===== src/rrj_pkg.sv =====
// Shared types and constants for the reaction-rate and Jacobian edge evaluator.
package rrj_pkg;

  localparam int WORD_W = 32;
  localparam int QDEPTH = 4;
  localparam int QPTR_W = $clog2(QDEPTH);

  typedef enum logic [2:0] {
    OP_TRANSCRIPTION = 3'd0,
    OP_COACTIVATION  = 3'd1,
    OP_DEGRADATION   = 3'd2,
    OP_SEQUESTRATION = 3'd3,
    OP_HILL          = 3'd4,
    OP_AGGREGATE     = 3'd5,
    OP_DISAGGREGATE  = 3'd6,
    OP_WELL          = 3'd7
  } op_e;

  // Output selection class worked out by the front end.
  typedef enum logic [2:0] {
    SEL_LIN  = 3'd0,
    SEL_PAIR = 3'd1,
    SEL_MASS = 3'd2,
    SEL_WELL = 3'd3,
    SEL_HILL = 3'd4,
    SEL_ZERO = 3'd5
  } sel_e;

  typedef struct packed {
    logic [2:0]               opcode;
    logic signed [WORD_W-1:0] rate_k;
    logic signed [WORD_W-1:0] half_k;
    logic signed [WORD_W-1:0] source_level;
    logic signed [WORD_W-1:0] aux_level;
    logic signed [WORD_W-1:0] target_level;
    logic                     self_is_target;
    logic                     self_is_source;
  } item_t;

  typedef struct packed {
    logic signed [WORD_W-1:0] rate;
    logic signed [WORD_W-1:0] d_source;
    logic signed [WORD_W-1:0] d_aux;
    logic signed [WORD_W-1:0] d_target;
    logic                     hill_error;
  } result_t;

  typedef struct packed {
    sel_e                     sel;
    logic                     neg;
    logic                     err;
    logic signed [WORD_W-1:0] k;
    logic signed [WORD_W-1:0] kh;
    logic signed [WORD_W-1:0] x;
    logic signed [WORD_W-1:0] z;
    logic signed [WORD_W-1:0] y;
  } cls_t;

  typedef struct packed {
    logic full;
    logic empty;
  } q_stat_t;

endpackage


===== src/rrj_fifo.sv =====
// Short queue of classified edges between the front and back ends.
module rrj_fifo (
  input  logic              clk,
  input  logic              rst,
  input  logic              push,
  input  rrj_pkg::cls_t     push_data,
  input  logic              pop,
  output rrj_pkg::cls_t     head,
  output rrj_pkg::q_stat_t  stat
);

  rrj_pkg::cls_t                 mem [rrj_pkg::QDEPTH];
  logic [rrj_pkg::QPTR_W-1:0]    wr_ptr;
  logic [rrj_pkg::QPTR_W-1:0]    rd_ptr;
  logic [rrj_pkg::QPTR_W:0]      count;

  assign stat.full  = (count == (rrj_pkg::QPTR_W + 1)'(rrj_pkg::QDEPTH));
  assign stat.empty = (count == '0);
  assign head       = mem[rd_ptr];

  always_ff @(posedge clk) begin
    if (rst) begin
      wr_ptr <= '0;
      rd_ptr <= '0;
      count  <= '0;
    end else begin
      if (push) begin
        wr_ptr <= wr_ptr + 1'b1;
      end
      if (pop) begin
        rd_ptr <= rd_ptr + 1'b1;
      end
      if (push && !pop) begin
        count <= count + 1'b1;
      end else if (pop && !push) begin
        count <= count - 1'b1;
      end
    end
  end

  always_ff @(posedge clk) begin
    if (push) begin
      mem[wr_ptr] <= push_data;
    end
  end

endmodule


===== config.mk =====
export PLATFORM = sky130hd
export DESIGN_NAME = rrj_fifo
export DESIGN_NICKNAME = d
export VERILOG_FILES = /design/src/rrj_pkg.sv /design/src/rrj_fifo.sv
export SDC_FILE = /design/constraint.sdc
export NUM_CORES = 1
export LEC_CHECK = 0
export ABC_AREA = 1
export BUFFER_PORTS_ARGS = -buffer_cell sky130_fd_sc_hd__buf_4
export CAP_MARGIN = 20
export CORE_ASPECT_RATIO = 0.5
export CORE_MARGIN = 3
export CORE_UTILIZATION = 57
export CTS_CLUSTER_DIAMETER = 200
export CTS_CLUSTER_SIZE = 10
export DETAILED_ROUTE_END_ITERATION = 16
export GPL_TIMING_DRIVEN = 0
export PLACE_DENSITY = 0.79
export SLEW_MARGIN = 40
export SYNTH_ARGS = -nofsm -noshare
export SYNTH_HDL_FRONTEND = slang
export SYNTH_SLANG_ARGS = --single-unit

===== constraint.sdc =====
create_clock -name clk -period 4.9 [get_ports clk]
set_input_delay 0.735 -clock clk [delete_from_list [all_inputs] [get_ports clk]]
set_output_delay 0.735 -clock clk [all_outputs]
set_load 0.01 [all_outputs]

Word-level counts from Yosys, hierarchy flattened
Memories as Yosys holds them, arrays and structs flattened. A register that Yosys moved wholly into a read port is not among the register bits.
Cells that the tools add are included.
- reductions and logical operators: 6
- equality and inequality tests: 1
- muxes and demuxes: 6
- $add $sub $neg: 4
- operators by type and width (operator ; number):
    $mux 3 ; 2
    $add 2x1->2 const B ; 2
    $mux 2 ; 2
    $add 3x1->3 const B ; 1
    $eq 3x3->1 const B ; 1
    $logic_not 3->1 ; 1
    $sub 3x1->3 const B ; 1
    $logic_and 1x1->1 ; 2
    $logic_not 1->1 ; 2
    $mux 1 ; 2
    $reduce_bool 2->1 ; 1
- bits in writable memories: 660
- flip-flop bits (word level): 7
- logic and storage cells: 21
- memories kept: 1
- memories (memory ; depth ; width ; rd ports ; clocked after memory_dff ; write ports ; line ; text):
    mem ; 4 ; 165 ; 1 ; 1 ; 1 ; rrj_fifo.sv:12 ; rrj_pkg::cls_t mem [rrj_pkg::QDEPTH];

Logic depth before layout (Yosys ltp)
- word-level depth: 4
- depth in mapped cells: 10
- depth with buffers taken out: 10

Worst setup path before layout
OpenSTA, ideal clock, no wires.
- path type: in2reg
- start point: in push
- end point: mem mem[2][0] (netlist name) (enable)
- arrival time: 3.940 ns
- library setup time: 0.517 ns
- stages: 2
- setup slack: 0.442 ns
- data required time: 4.383 ns
- buffers on the path: 0
- cell sequence: nand2_1 > inv_1
- cells in the longest elaborated chain, start to end: 2
- RTL lines (element ; line ; text):
    start: declaration ; rrj_fifo.sv:5 ; input logic push,
    $mux 1 ; rrj_fifo.sv:42 ; if (push) begin
    $mux 1 (not written as such) ; rrj_fifo.sv:43 ; mem[wr_ptr] <= push_data;
    end: declaration ; rrj_fifo.sv:12 ;
Every way passes these cells.

==> flow_summary.toml <==
[status]
status = "completed"

[power_and_ir_drop]
powerDensity_mw_per_mm2 = 423.4
p_int_mw = 10.01
combPwrFrac_pct = 10.9
p_switching_mw = 2.893
power_frac_clock_pct = 37.9
swShare_pct = 22.43
seq_power_share_pct = 51.2
p_leak_nw = 10.68
total_power_mw = 12.90
ir_drop_mv = 0.2376

[drt]
vias = 15730
first_iter_violations = 1574
vias_per_cell = 5.896
dr.pass1.iters = 5
drt.antenna.violating_nets = 0
wirelength_microns = 61090
wire_per_inst_microns = 22.91
drcViolationCount = 0

[placed_design]
place_congestion = 0.7718
dpl.cell_count = 2574
hpwl_microns = 37330
portBuffers = 335

[setup_path]
slowest_delay_ps = 390
crit_required_ps = 4160
worst_path_max_delay_cell = "clkbuf_1"
crit_arrival_ps = 2500
end_kind = "output port"
critPathKind = "flip-flop to output port"
r2r_slack_ps = 2710
crit_chain = "inv_1 -> buf_2 -> clkbuf_1 -> o21ai_0 -> o22ai_1 -> buf_4"
path_max_fanout = 10
worstSetupStartpointType = "flip-flop"

[grt]
grt_overflow = 0
grt_pass1_vias = 15500
antenna_found_initial = 5
grt_max_degree = 66
gr-usage-all-layers_pct = 25.77
grt_pass1_wl_microns = 90180

[clock_tree]
clk_pin_slew_worst_paths_ps = 50
hold_buffers = 0
cts_max_level = 3
cts_buffer_depth = 3
cts_buffers = 76
cts.sinks = 669
clkLatencyLatePin_ps = 580
cts_resized = 0
post_cts_buffers = 0
root_buffer = "clkbuf_16"
cts_tree = "done"

[timing]
hold_ws_ps = 314.0
maxSlewHeadroom_pct = 57.73
fin_skew_ps = 7.939
fin_tns_setup_ps = 0
finalCritPeriodShare_pct = 65.99
tightestPinTransition_ps = 634.0
min_period_ps = 3233
hold_viol = 0
finalSetupViolCount = 0
grt_setup_unrepaired = "false"
timing.fmax_ghz = 0.3093
slew_violations = 0

[worst_hold_path]
hold_class = "primary input to flip-flop"

[finish]
drive_above_1_share_pct = 23.07
areaGrowthSynthToFinish_pct = 22.29
finalNonFillerCells = 2667
fin_nets = 2250

[synth]
synth_area_sq_mm = 0.02492
synth_top_area_share_pct = 79.55
synthCells = 1654
synth_edf_count = 660
yosys_register_bits = 669
synth_nets = 1829
async_reset_ff_share_pct = 0
yosysTopAreaCell = "edfxtp_1"
synth.area.top_cells = "edfxtp_1 (80%), o21ai_0 (5.4%), nor2_1 (5.1%)"
yosysMostFrequentCell = "edfxtp_1"
ys_top_cells_by_count = "edfxtp_1 (660), nor2_1 (336), o21ai_0 (268)"
ys_warn_count = 0
synth_cell_type_count = 21
synthFlopType = "edfxtp_1"
synth_area_per_cell_sq_um = 15.06
yosysSeqAreaShare_pct = 80.27

[floorplanning]
die_area_sq_mm = 0.04641
num_rows = 53
die_y_microns = 153.8
io_pins = 336
die_w_microns = 301.7
floorplan.initialDensity_pct = 58.52
core_sq_mm = 0.04257

[run]
maxCapViolations = 0
-- power by group through the flow --
stage | logic [mW] | registers, mW | clock network [mW]
floorplan | 0.639 | 6.74 | 0
detailed placement | 1.40 | 6.72 | 0
finish | 1.40 | 6.61 | 4.89
global placement | 1.34 | 6.77 | 0
CTS | 1.40 | 6.61 | 4.94
global route | 1.50 | 6.62 | 5.17
-- critical path, delay by kind of cell (launching register included) --
family,cells,cell delay [ps]
AOI/OAI and AO/OA,2,580
buffers and inverters,4,980
DFF,1,360
-- worst paths after layout --
check | start | to | depth (start not counted)
max reg2reg | wr_ptr[0] | mem[0][67] | 6
min reg2reg | rd_ptr[1] | rd_ptr[1] | 1
min | rst | count[0] | 2
max | flip-flop | head[147] | 6
-- flip-flops by register name (all words and copies together), names as in the netlist, named ones only --
signal / flops
mem: 660
rd_ptr: 2
wr_ptr: 2
count: 3
-- kinds of logic after synthesis --
group	share of synthesized area, %
AND/OR/NAND/NOR	5.283
XOR/XNOR	0.03516
AO/OA/AOI/OAI	10.93
buffers and inverters	3.149
adder cells (fa/ha/maj)	0.3314
flip-flops	80.27
-- through the flow --
step	worst slack [ps]	util [%]	area (sq um)
6_report	1667	71.57	30470
5_1_grt	1545	71.57	30470
4_1_cts	1706	71.54	30460
3_5_place_dp	2332	66.71	28400
3_3_place_gp	-2154	66.13	28150
2_1_floorplan	442.3	-	24920
-- layout by cell type (no fill, tap or decap) --
cell,synthesis,routed
xor2_1,1,1
nor2_1,336,336
diode_2,0,5
nand4_1,1,1
buf_16,0,8
inv_8,1,5
a21oi_1,3,3
o21ai_0,268,268
o21ai_1,67,67
nand2_1,9,9
clkbuf_16,0,81
clkbuf_1,57,64
buf_4,1,336
fa_1,1,1
nor3_1,2,2
buf_8,3,3
nand3_1,1,1
buf_6,33,33
ha_1,5,5
o22ai_1,165,165
dfxtp_1,9,9
edfxtp_1,660,660
inv_1,16,12
buf_2,15,15
-- per-layer routing --
| metal | share of wire, % | GRT usage, % | wire length, microns |
|---|---|---|---|
| met1 | 38 | 33.10 | 23110 |
| met4 | 4.0 | 10.82 | 2416 |
| met3 | 6.4 | 4.092 | 3904 |
| met2 | 52 | 44.24 | 31660 |
| met5 | 0 | 0 | 0 |
-- cell type report --
class	instances	area (sq um)
Antenna cell	5	12.51
Buffer	109	713.2
Clock buffer	88	2053
Fill cell	2647	12110
Inverter	17	101.3
Multi-Input combinational cell	859	4131
Sequential cell	669	20000
Tap cell	577	721.9
Timing Repair Buffer	343	2735
(Power assumes the default switching activity.)
