File: src/rrj_pkg.sv
// Shared types and constants for the reaction-rate and Jacobian edge evaluator.
package rrj_pkg;

  localparam int WORD_W = 32;
  localparam int QDEPTH = 4;
  localparam int QPTR_W = $clog2(QDEPTH);

  typedef enum logic [2:0] {
    OP_TRANSCRIPTION = 3'd0,
    OP_COACTIVATION  = 3'd1,
    OP_DEGRADATION   = 3'd2,
    OP_SEQUESTRATION = 3'd3,
    OP_HILL          = 3'd4,
    OP_AGGREGATE     = 3'd5,
    OP_DISAGGREGATE  = 3'd6,
    OP_WELL          = 3'd7
  } op_e;

  // Output selection class worked out by the front end.
  typedef enum logic [2:0] {
    SEL_LIN  = 3'd0,
    SEL_PAIR = 3'd1,
    SEL_MASS = 3'd2,
    SEL_WELL = 3'd3,
    SEL_HILL = 3'd4,
    SEL_ZERO = 3'd5
  } sel_e;

  typedef struct packed {
    logic [2:0]               opcode;
    logic signed [WORD_W-1:0] rate_k;
    logic signed [WORD_W-1:0] half_k;
    logic signed [WORD_W-1:0] source_level;
    logic signed [WORD_W-1:0] aux_level;
    logic signed [WORD_W-1:0] target_level;
    logic                     self_is_target;
    logic                     self_is_source;
  } item_t;

  typedef struct packed {
    logic signed [WORD_W-1:0] rate;
    logic signed [WORD_W-1:0] d_source;
    logic signed [WORD_W-1:0] d_aux;
    logic signed [WORD_W-1:0] d_target;
    logic                     hill_error;
  } result_t;

  typedef struct packed {
    sel_e                     sel;
    logic                     neg;
    logic                     err;
    logic signed [WORD_W-1:0] k;
    logic signed [WORD_W-1:0] kh;
    logic signed [WORD_W-1:0] x;
    logic signed [WORD_W-1:0] z;
    logic signed [WORD_W-1:0] y;
  } cls_t;

  typedef struct packed {
    logic full;
    logic empty;
  } q_stat_t;

endpackage

File: src/rrj_front.sv
// Front end: accepts input beats and classifies each edge kind.
module rrj_front (
  input  logic           clk,
  input  logic           rst,
  input  logic           item_valid,
  output logic           item_stall,
  input  rrj_pkg::item_t item,
  input  logic           q_full,
  output logic           q_push,
  output rrj_pkg::cls_t  q_data
);

  logic          held;
  rrj_pkg::cls_t cls;
  rrj_pkg::cls_t cls_next;

  assign q_push     = held && !q_full;
  assign item_stall = held && q_full;
  assign q_data     = cls;

  always_comb begin
    cls_next     = '0;
    cls_next.k   = item.rate_k;
    cls_next.kh  = item.half_k;
    cls_next.x   = item.source_level;
    cls_next.z   = item.aux_level;
    cls_next.y   = item.target_level;
    cls_next.sel = rrj_pkg::SEL_LIN;
    unique case (rrj_pkg::op_e'(item.opcode))
      rrj_pkg::OP_TRANSCRIPTION: begin
        cls_next.sel = rrj_pkg::SEL_LIN;
      end
      rrj_pkg::OP_COACTIVATION: begin
        cls_next.sel = rrj_pkg::SEL_PAIR;
      end
      rrj_pkg::OP_DEGRADATION, rrj_pkg::OP_SEQUESTRATION: begin
        cls_next.sel = rrj_pkg::SEL_MASS;
        cls_next.neg = 1'b1;
      end
      rrj_pkg::OP_HILL: begin
        // A half constant at or below zero flags an error and zeroes everything.
        if (item.half_k[rrj_pkg::WORD_W-1] || item.half_k == '0) begin
          cls_next.sel = rrj_pkg::SEL_ZERO;
          cls_next.err = 1'b1;
        end else begin
          cls_next.sel = rrj_pkg::SEL_HILL;
        end
      end
      rrj_pkg::OP_AGGREGATE: begin
        cls_next.sel = rrj_pkg::SEL_PAIR;
        cls_next.neg = !item.self_is_target;
      end
      rrj_pkg::OP_DISAGGREGATE: begin
        cls_next.sel = rrj_pkg::SEL_LIN;
        cls_next.neg = item.self_is_source;
      end
      rrj_pkg::OP_WELL: begin
        cls_next.sel = rrj_pkg::SEL_WELL;
        cls_next.neg = 1'b1;
      end
      default: begin
        cls_next.sel = rrj_pkg::SEL_ZERO;
      end
    endcase
  end

  always_ff @(posedge clk) begin
    if (rst) begin
      held <= 1'b0;
    end else if (!item_stall) begin
      held <= item_valid;
    end
  end

  always_ff @(posedge clk) begin
    if (!item_stall) begin
      cls <= cls_next;
    end
  end

endmodule

File: config.mk
export PLATFORM = sky130hd
export DESIGN_NAME = rrj_front
export DESIGN_NICKNAME = d
export VERILOG_FILES = /design/src/rrj_pkg.sv /design/src/rrj_front.sv
export SDC_FILE = /design/constraint.sdc
export NUM_CORES = 1
export LEC_CHECK = 0
export BUFFER_PORTS_ARGS = -buffer_cell sky130_fd_sc_hd__buf_2
export CAP_MARGIN = 20
export CORE_AREA = 2 2 131 133
export CTS_CLUSTER_SIZE = 24
export DETAILED_ROUTE_END_ITERATION = 10
export DIE_AREA = 0 0 133 135
export GPL_TIMING_DRIVEN = 0
export SLEW_MARGIN = 40
export SYNTH_ARGS = -nofsm -noshare
export SYNTH_HDL_FRONTEND = slang
export SYNTH_SLANG_ARGS = --single-unit
export TNS_END_PERCENT = 20
File: constraint.sdc
create_clock -name clk -period 5.95 [get_ports clk]
set_input_delay 1.19 -clock clk [delete_from_list [all_inputs] [get_ports clk]]
set_output_delay 1.19 -clock clk [all_outputs]
set_load 0.02 [all_outputs]
Word-level counts from Yosys, hierarchy flattened:

Cells that the tools add are included.
W data, S select, Z words.

* output and inout bits: 167
* input bits: 169
* register bits: 166
* word-level logic and storage cells: 31

* multiplexer cells: 4
* reductions and logical operators: 11
* eq/ne operators: 7

Operator list (count)
* $logic_not A32 Y1: 1
* $pmux W3 S5: 1
* $eq A3 B3 Y1 const B: 4
* $eq A3 B2 Y1 const B: 2
* $reduce_or A2 Y1: 3
* $eq A3 B1 Y1 const B: 1
* $logic_not A3 Y1: 1
* $pmux W1 S3: 1
* $reduce_or A3 Y1: 1
* $logic_and A1 B1 Y1: 2
* $logic_not A1 Y1: 2
* $mux W1: 2
* $logic_or A1 B1 Y1: 1

Logic depth before layout (Yosys ltp):

* word-level depth: 4
* gate-level depth with buffers: 4
* mapped depth without buffers: 4

Worst setup path before layout:

OpenSTA, ideal clock, no wires.

* path kind: input to output
* start: input q_full
* end: output item_stall
* arrival: 5.489 ns
* slack: -0.729 ns
* required time: 4.760 ns
* stages: 2
* path buffers: 0
* path through: nand2_1 > inv_1

* longest elaborated chain between the ends: 1

RTL lines
* start: declaration: line rrj_front.sv:8 `input logic q_full,`
* $logic_and A1 B1 Y1: line rrj_front.sv:18 `assign item_stall = held && q_full;`
* end: declaration: line rrj_front.sv:6 `output logic item_stall,`

Every way passes these cells.

Final worst setup path:

Same ends and word-level chain as after synthesis.

==> impl_metrics.py <==
metrics = {
    "status": {
        "status": "completed",
    },
    "finish": {
        "syn2layout_area_growth_pct": 50.87,
        "mostFrequentLayoutCells": "buf_2, edfxtp_1, clkbuf_16",
        "final_common_cell": "buf_2",
        "drive_gt1_share_pct": 66.01,
        "fill_cells": 1446,
        "seq_area_um2": 4975,
        "layout.nets": 719,
        "antennaDiodeCount": 0,
        "multi_input_area_um2": 191.4,
    },
    "sta": {
        "slew_headroom_pct": 70.01,
        "fin_crit_ps": 3360,
        "setup_slack_ps": 2590,
        "worstMarginPinSlew_ps": 445.8,
        "skew_ps": 9.619,
        "setup_tns_ps": 0,
        "finalSetupViolCount": 0,
        "grt_setup_unrepaired": "no",
        "final.period_utilization_pct": 56.47,
        "hold_viol_final": 0,
        "max_freq_ghz": 0.2976,
        "final-max-slew-violation-count": 0,
    },
    "placement": {
        "dpl_worst_slack_ps": 2545,
        "dp_hpwl_um": 9880,
        "io_buffers": 335,
        "finalWeightedCongestion": 0.7646,
    },
    "cts": {
        "clk_latency_ps": 410,
        "root_buffer": "clkbuf_16",
        "clk_pin_slew_worst_paths_ps": 70,
        "clock_path_buffers": 2,
        "htree_levels": 4,
        "cts_tree": "built",
        "cts_buffers": 17,
        "hold_buffers": 0,
        "cts_resized": 0,
        "cts.sinks": 166,
        "cts_setup_buffers": 0,
    },
    "setup_path": {
        "path_buf_inv": 4,
        "cpMostUsedCell": "buf_2",
        "critPathRequiredTime_ps": 4760,
        "cp_slowest_cell": "buf_16",
        "end_kind": "primary output",
        "path_cells": "buf_2 -> nand2_8 -> buf_16 -> inv_1 -> buf_2",
        "critPathLaunchType": "primary input",
        "path_class": "in -> out",
        "crit_path_max_fanout": 77,
        "cp_top_family": "buffers and inverters",
        "cp.arrival_ps": 2170,
        "cpPeakStageDelay_ps": 350,
    },
    "route": {
        "viasPerCell": 4.145,
        "drt_iter0_markers": 170,
        "wl_per_cell_um": 16.33,
        "firstDrtPassIters": 4,
        "detail-route-antenna-nets": 0,
        "drt-total-wl_um": 12770,
        "via_count": 3241,
        "drc_errors": 0,
    },
    "global_routing": {
        "grt_pass1_wl_um": 18490,
        "grtUsageTotal_pct": 14.08,
        "grt_overflow": 0,
        "grt_start_max_net_pins": 78,
        "antenna_found_initial": 0,
        "grt_pass1_vias": 3499,
    },
    "synth": {
        "ys_types": 14,
        "syn_inst": 194,
        "yosysWarnings": 0,
        "synth_top_area_cell": "edfxtp_1",
        "yosys.area.top_type_share_pct": 96.07,
        "syn_nets": 363,
        "syn_avg_cell_area_um2": 26.58,
        "synth-seq-cells": 166,
        "ys_seq_area_share_pct": 96.46,
        "synth_area_leaders": "edfxtp_1, nor4_2, nor4_1, dfxtp_1, nor2b_1",
        "synth.cell_area_um2": 5157,
    },
    "power_and_ir_drop": {
        "p_per_area_nw_per_um2": 357.0,
        "p_total_mw": 2.778,
        "vdd_drop_max_uv": 165.9,
        "leakage_nw": 3.405,
    },
    "die": {
        "fp.dieH_um": 135,
        "initial_utilization_pct": 31.43,
        "coreArea_um2": 16410,
        "die_x_um": 133,
        "die-area_um2": 17960,
        "ios": 336,
        "rows": 47,
    },
    "hold_path": {
        "hp-class": "reg -> reg",
    },
    "run": {
        "max_cap_viol_count": 0,
    },
}
[through the flow]
| stage | util [%] | cells | hold slack (ps) | cell area, um^2 |
|---|---|---|---|---|
| floorplan | - | 194 | 1262 | 5160 |
| global placement | 43.35 | 749 | 1352 | 7112 |
| detailed placement | 43.77 | 751 | 778.2 | 7181 |
| CTS | 47.43 | 782 | 794.5 | 7781 |
| global route | 47.43 | 782 | 813.2 | 7781 |
| finish | 47.43 | 782 | 769.5 | 7781 |
[Yosys cell counts, drive strengths merged]
cell type	count
o21bai	1
nand2	1
inv	2
nor2	4
a221o	1
nor2b	3
dfxtp	1
edfxtp	165
nand4	2
a21oi	2
nor4	8
nand2b	2
and2	2
[registers in the layout, indices dropped and copies added (netlist names)]
name	flops
held	1
q_data	165
[final timing paths]
check	slack (ps)	end	startpoint	depth (start not counted)
hold reg to reg	770	q_data[122]	held	1
setup / recovery	2590	item_stall	q_full	5
setup reg to reg	4590	q_data[149]	held	2
hold / removal	770	q_data[122]	held	1
[layer usage]
metal	share of wire (%)	track usage, %	vias up	wire length, um
met5	0	0	-	0
met2	52	24.41	209	6635
met1	34	13.92	1515	4313
li1	-	-	1503	-
met4	1.4	5.317	0	184
met3	13	8.258	14	1633
[kinds of logic after synthesis]
family | share of synthesized area [%]
AOI/OAI and AO/OA | 0.6065
and+or+nand+nor | 2.790
buffers and inverters | 0.1456
DFF | 96.46
[cell type report]
class / count / area share, %
multi-input combinational: 26 / 2.460
tap: 220 / 3.538
timing repair buffer: 337 / 22.25
clock inverter: 13 / 2.203
sequential: 166 / 63.93
clock buffer: 18 / 5.515
inverter: 2 / 0.09648
[power breakdown]
part / leakage, nW / switching (mW) / internal [mW] / total (mW)
logic: 1.41 / 0.176 / 0.0966 / 0.273
registers: 1.72 / 0.0185 / 1.38 / 1.39
clock network: 0.277 / 0.446 / 0.664 / 1.11
total: 3.41 / 0.641 / 2.14 / 2.78
Power figures use the tool's default switching activity.
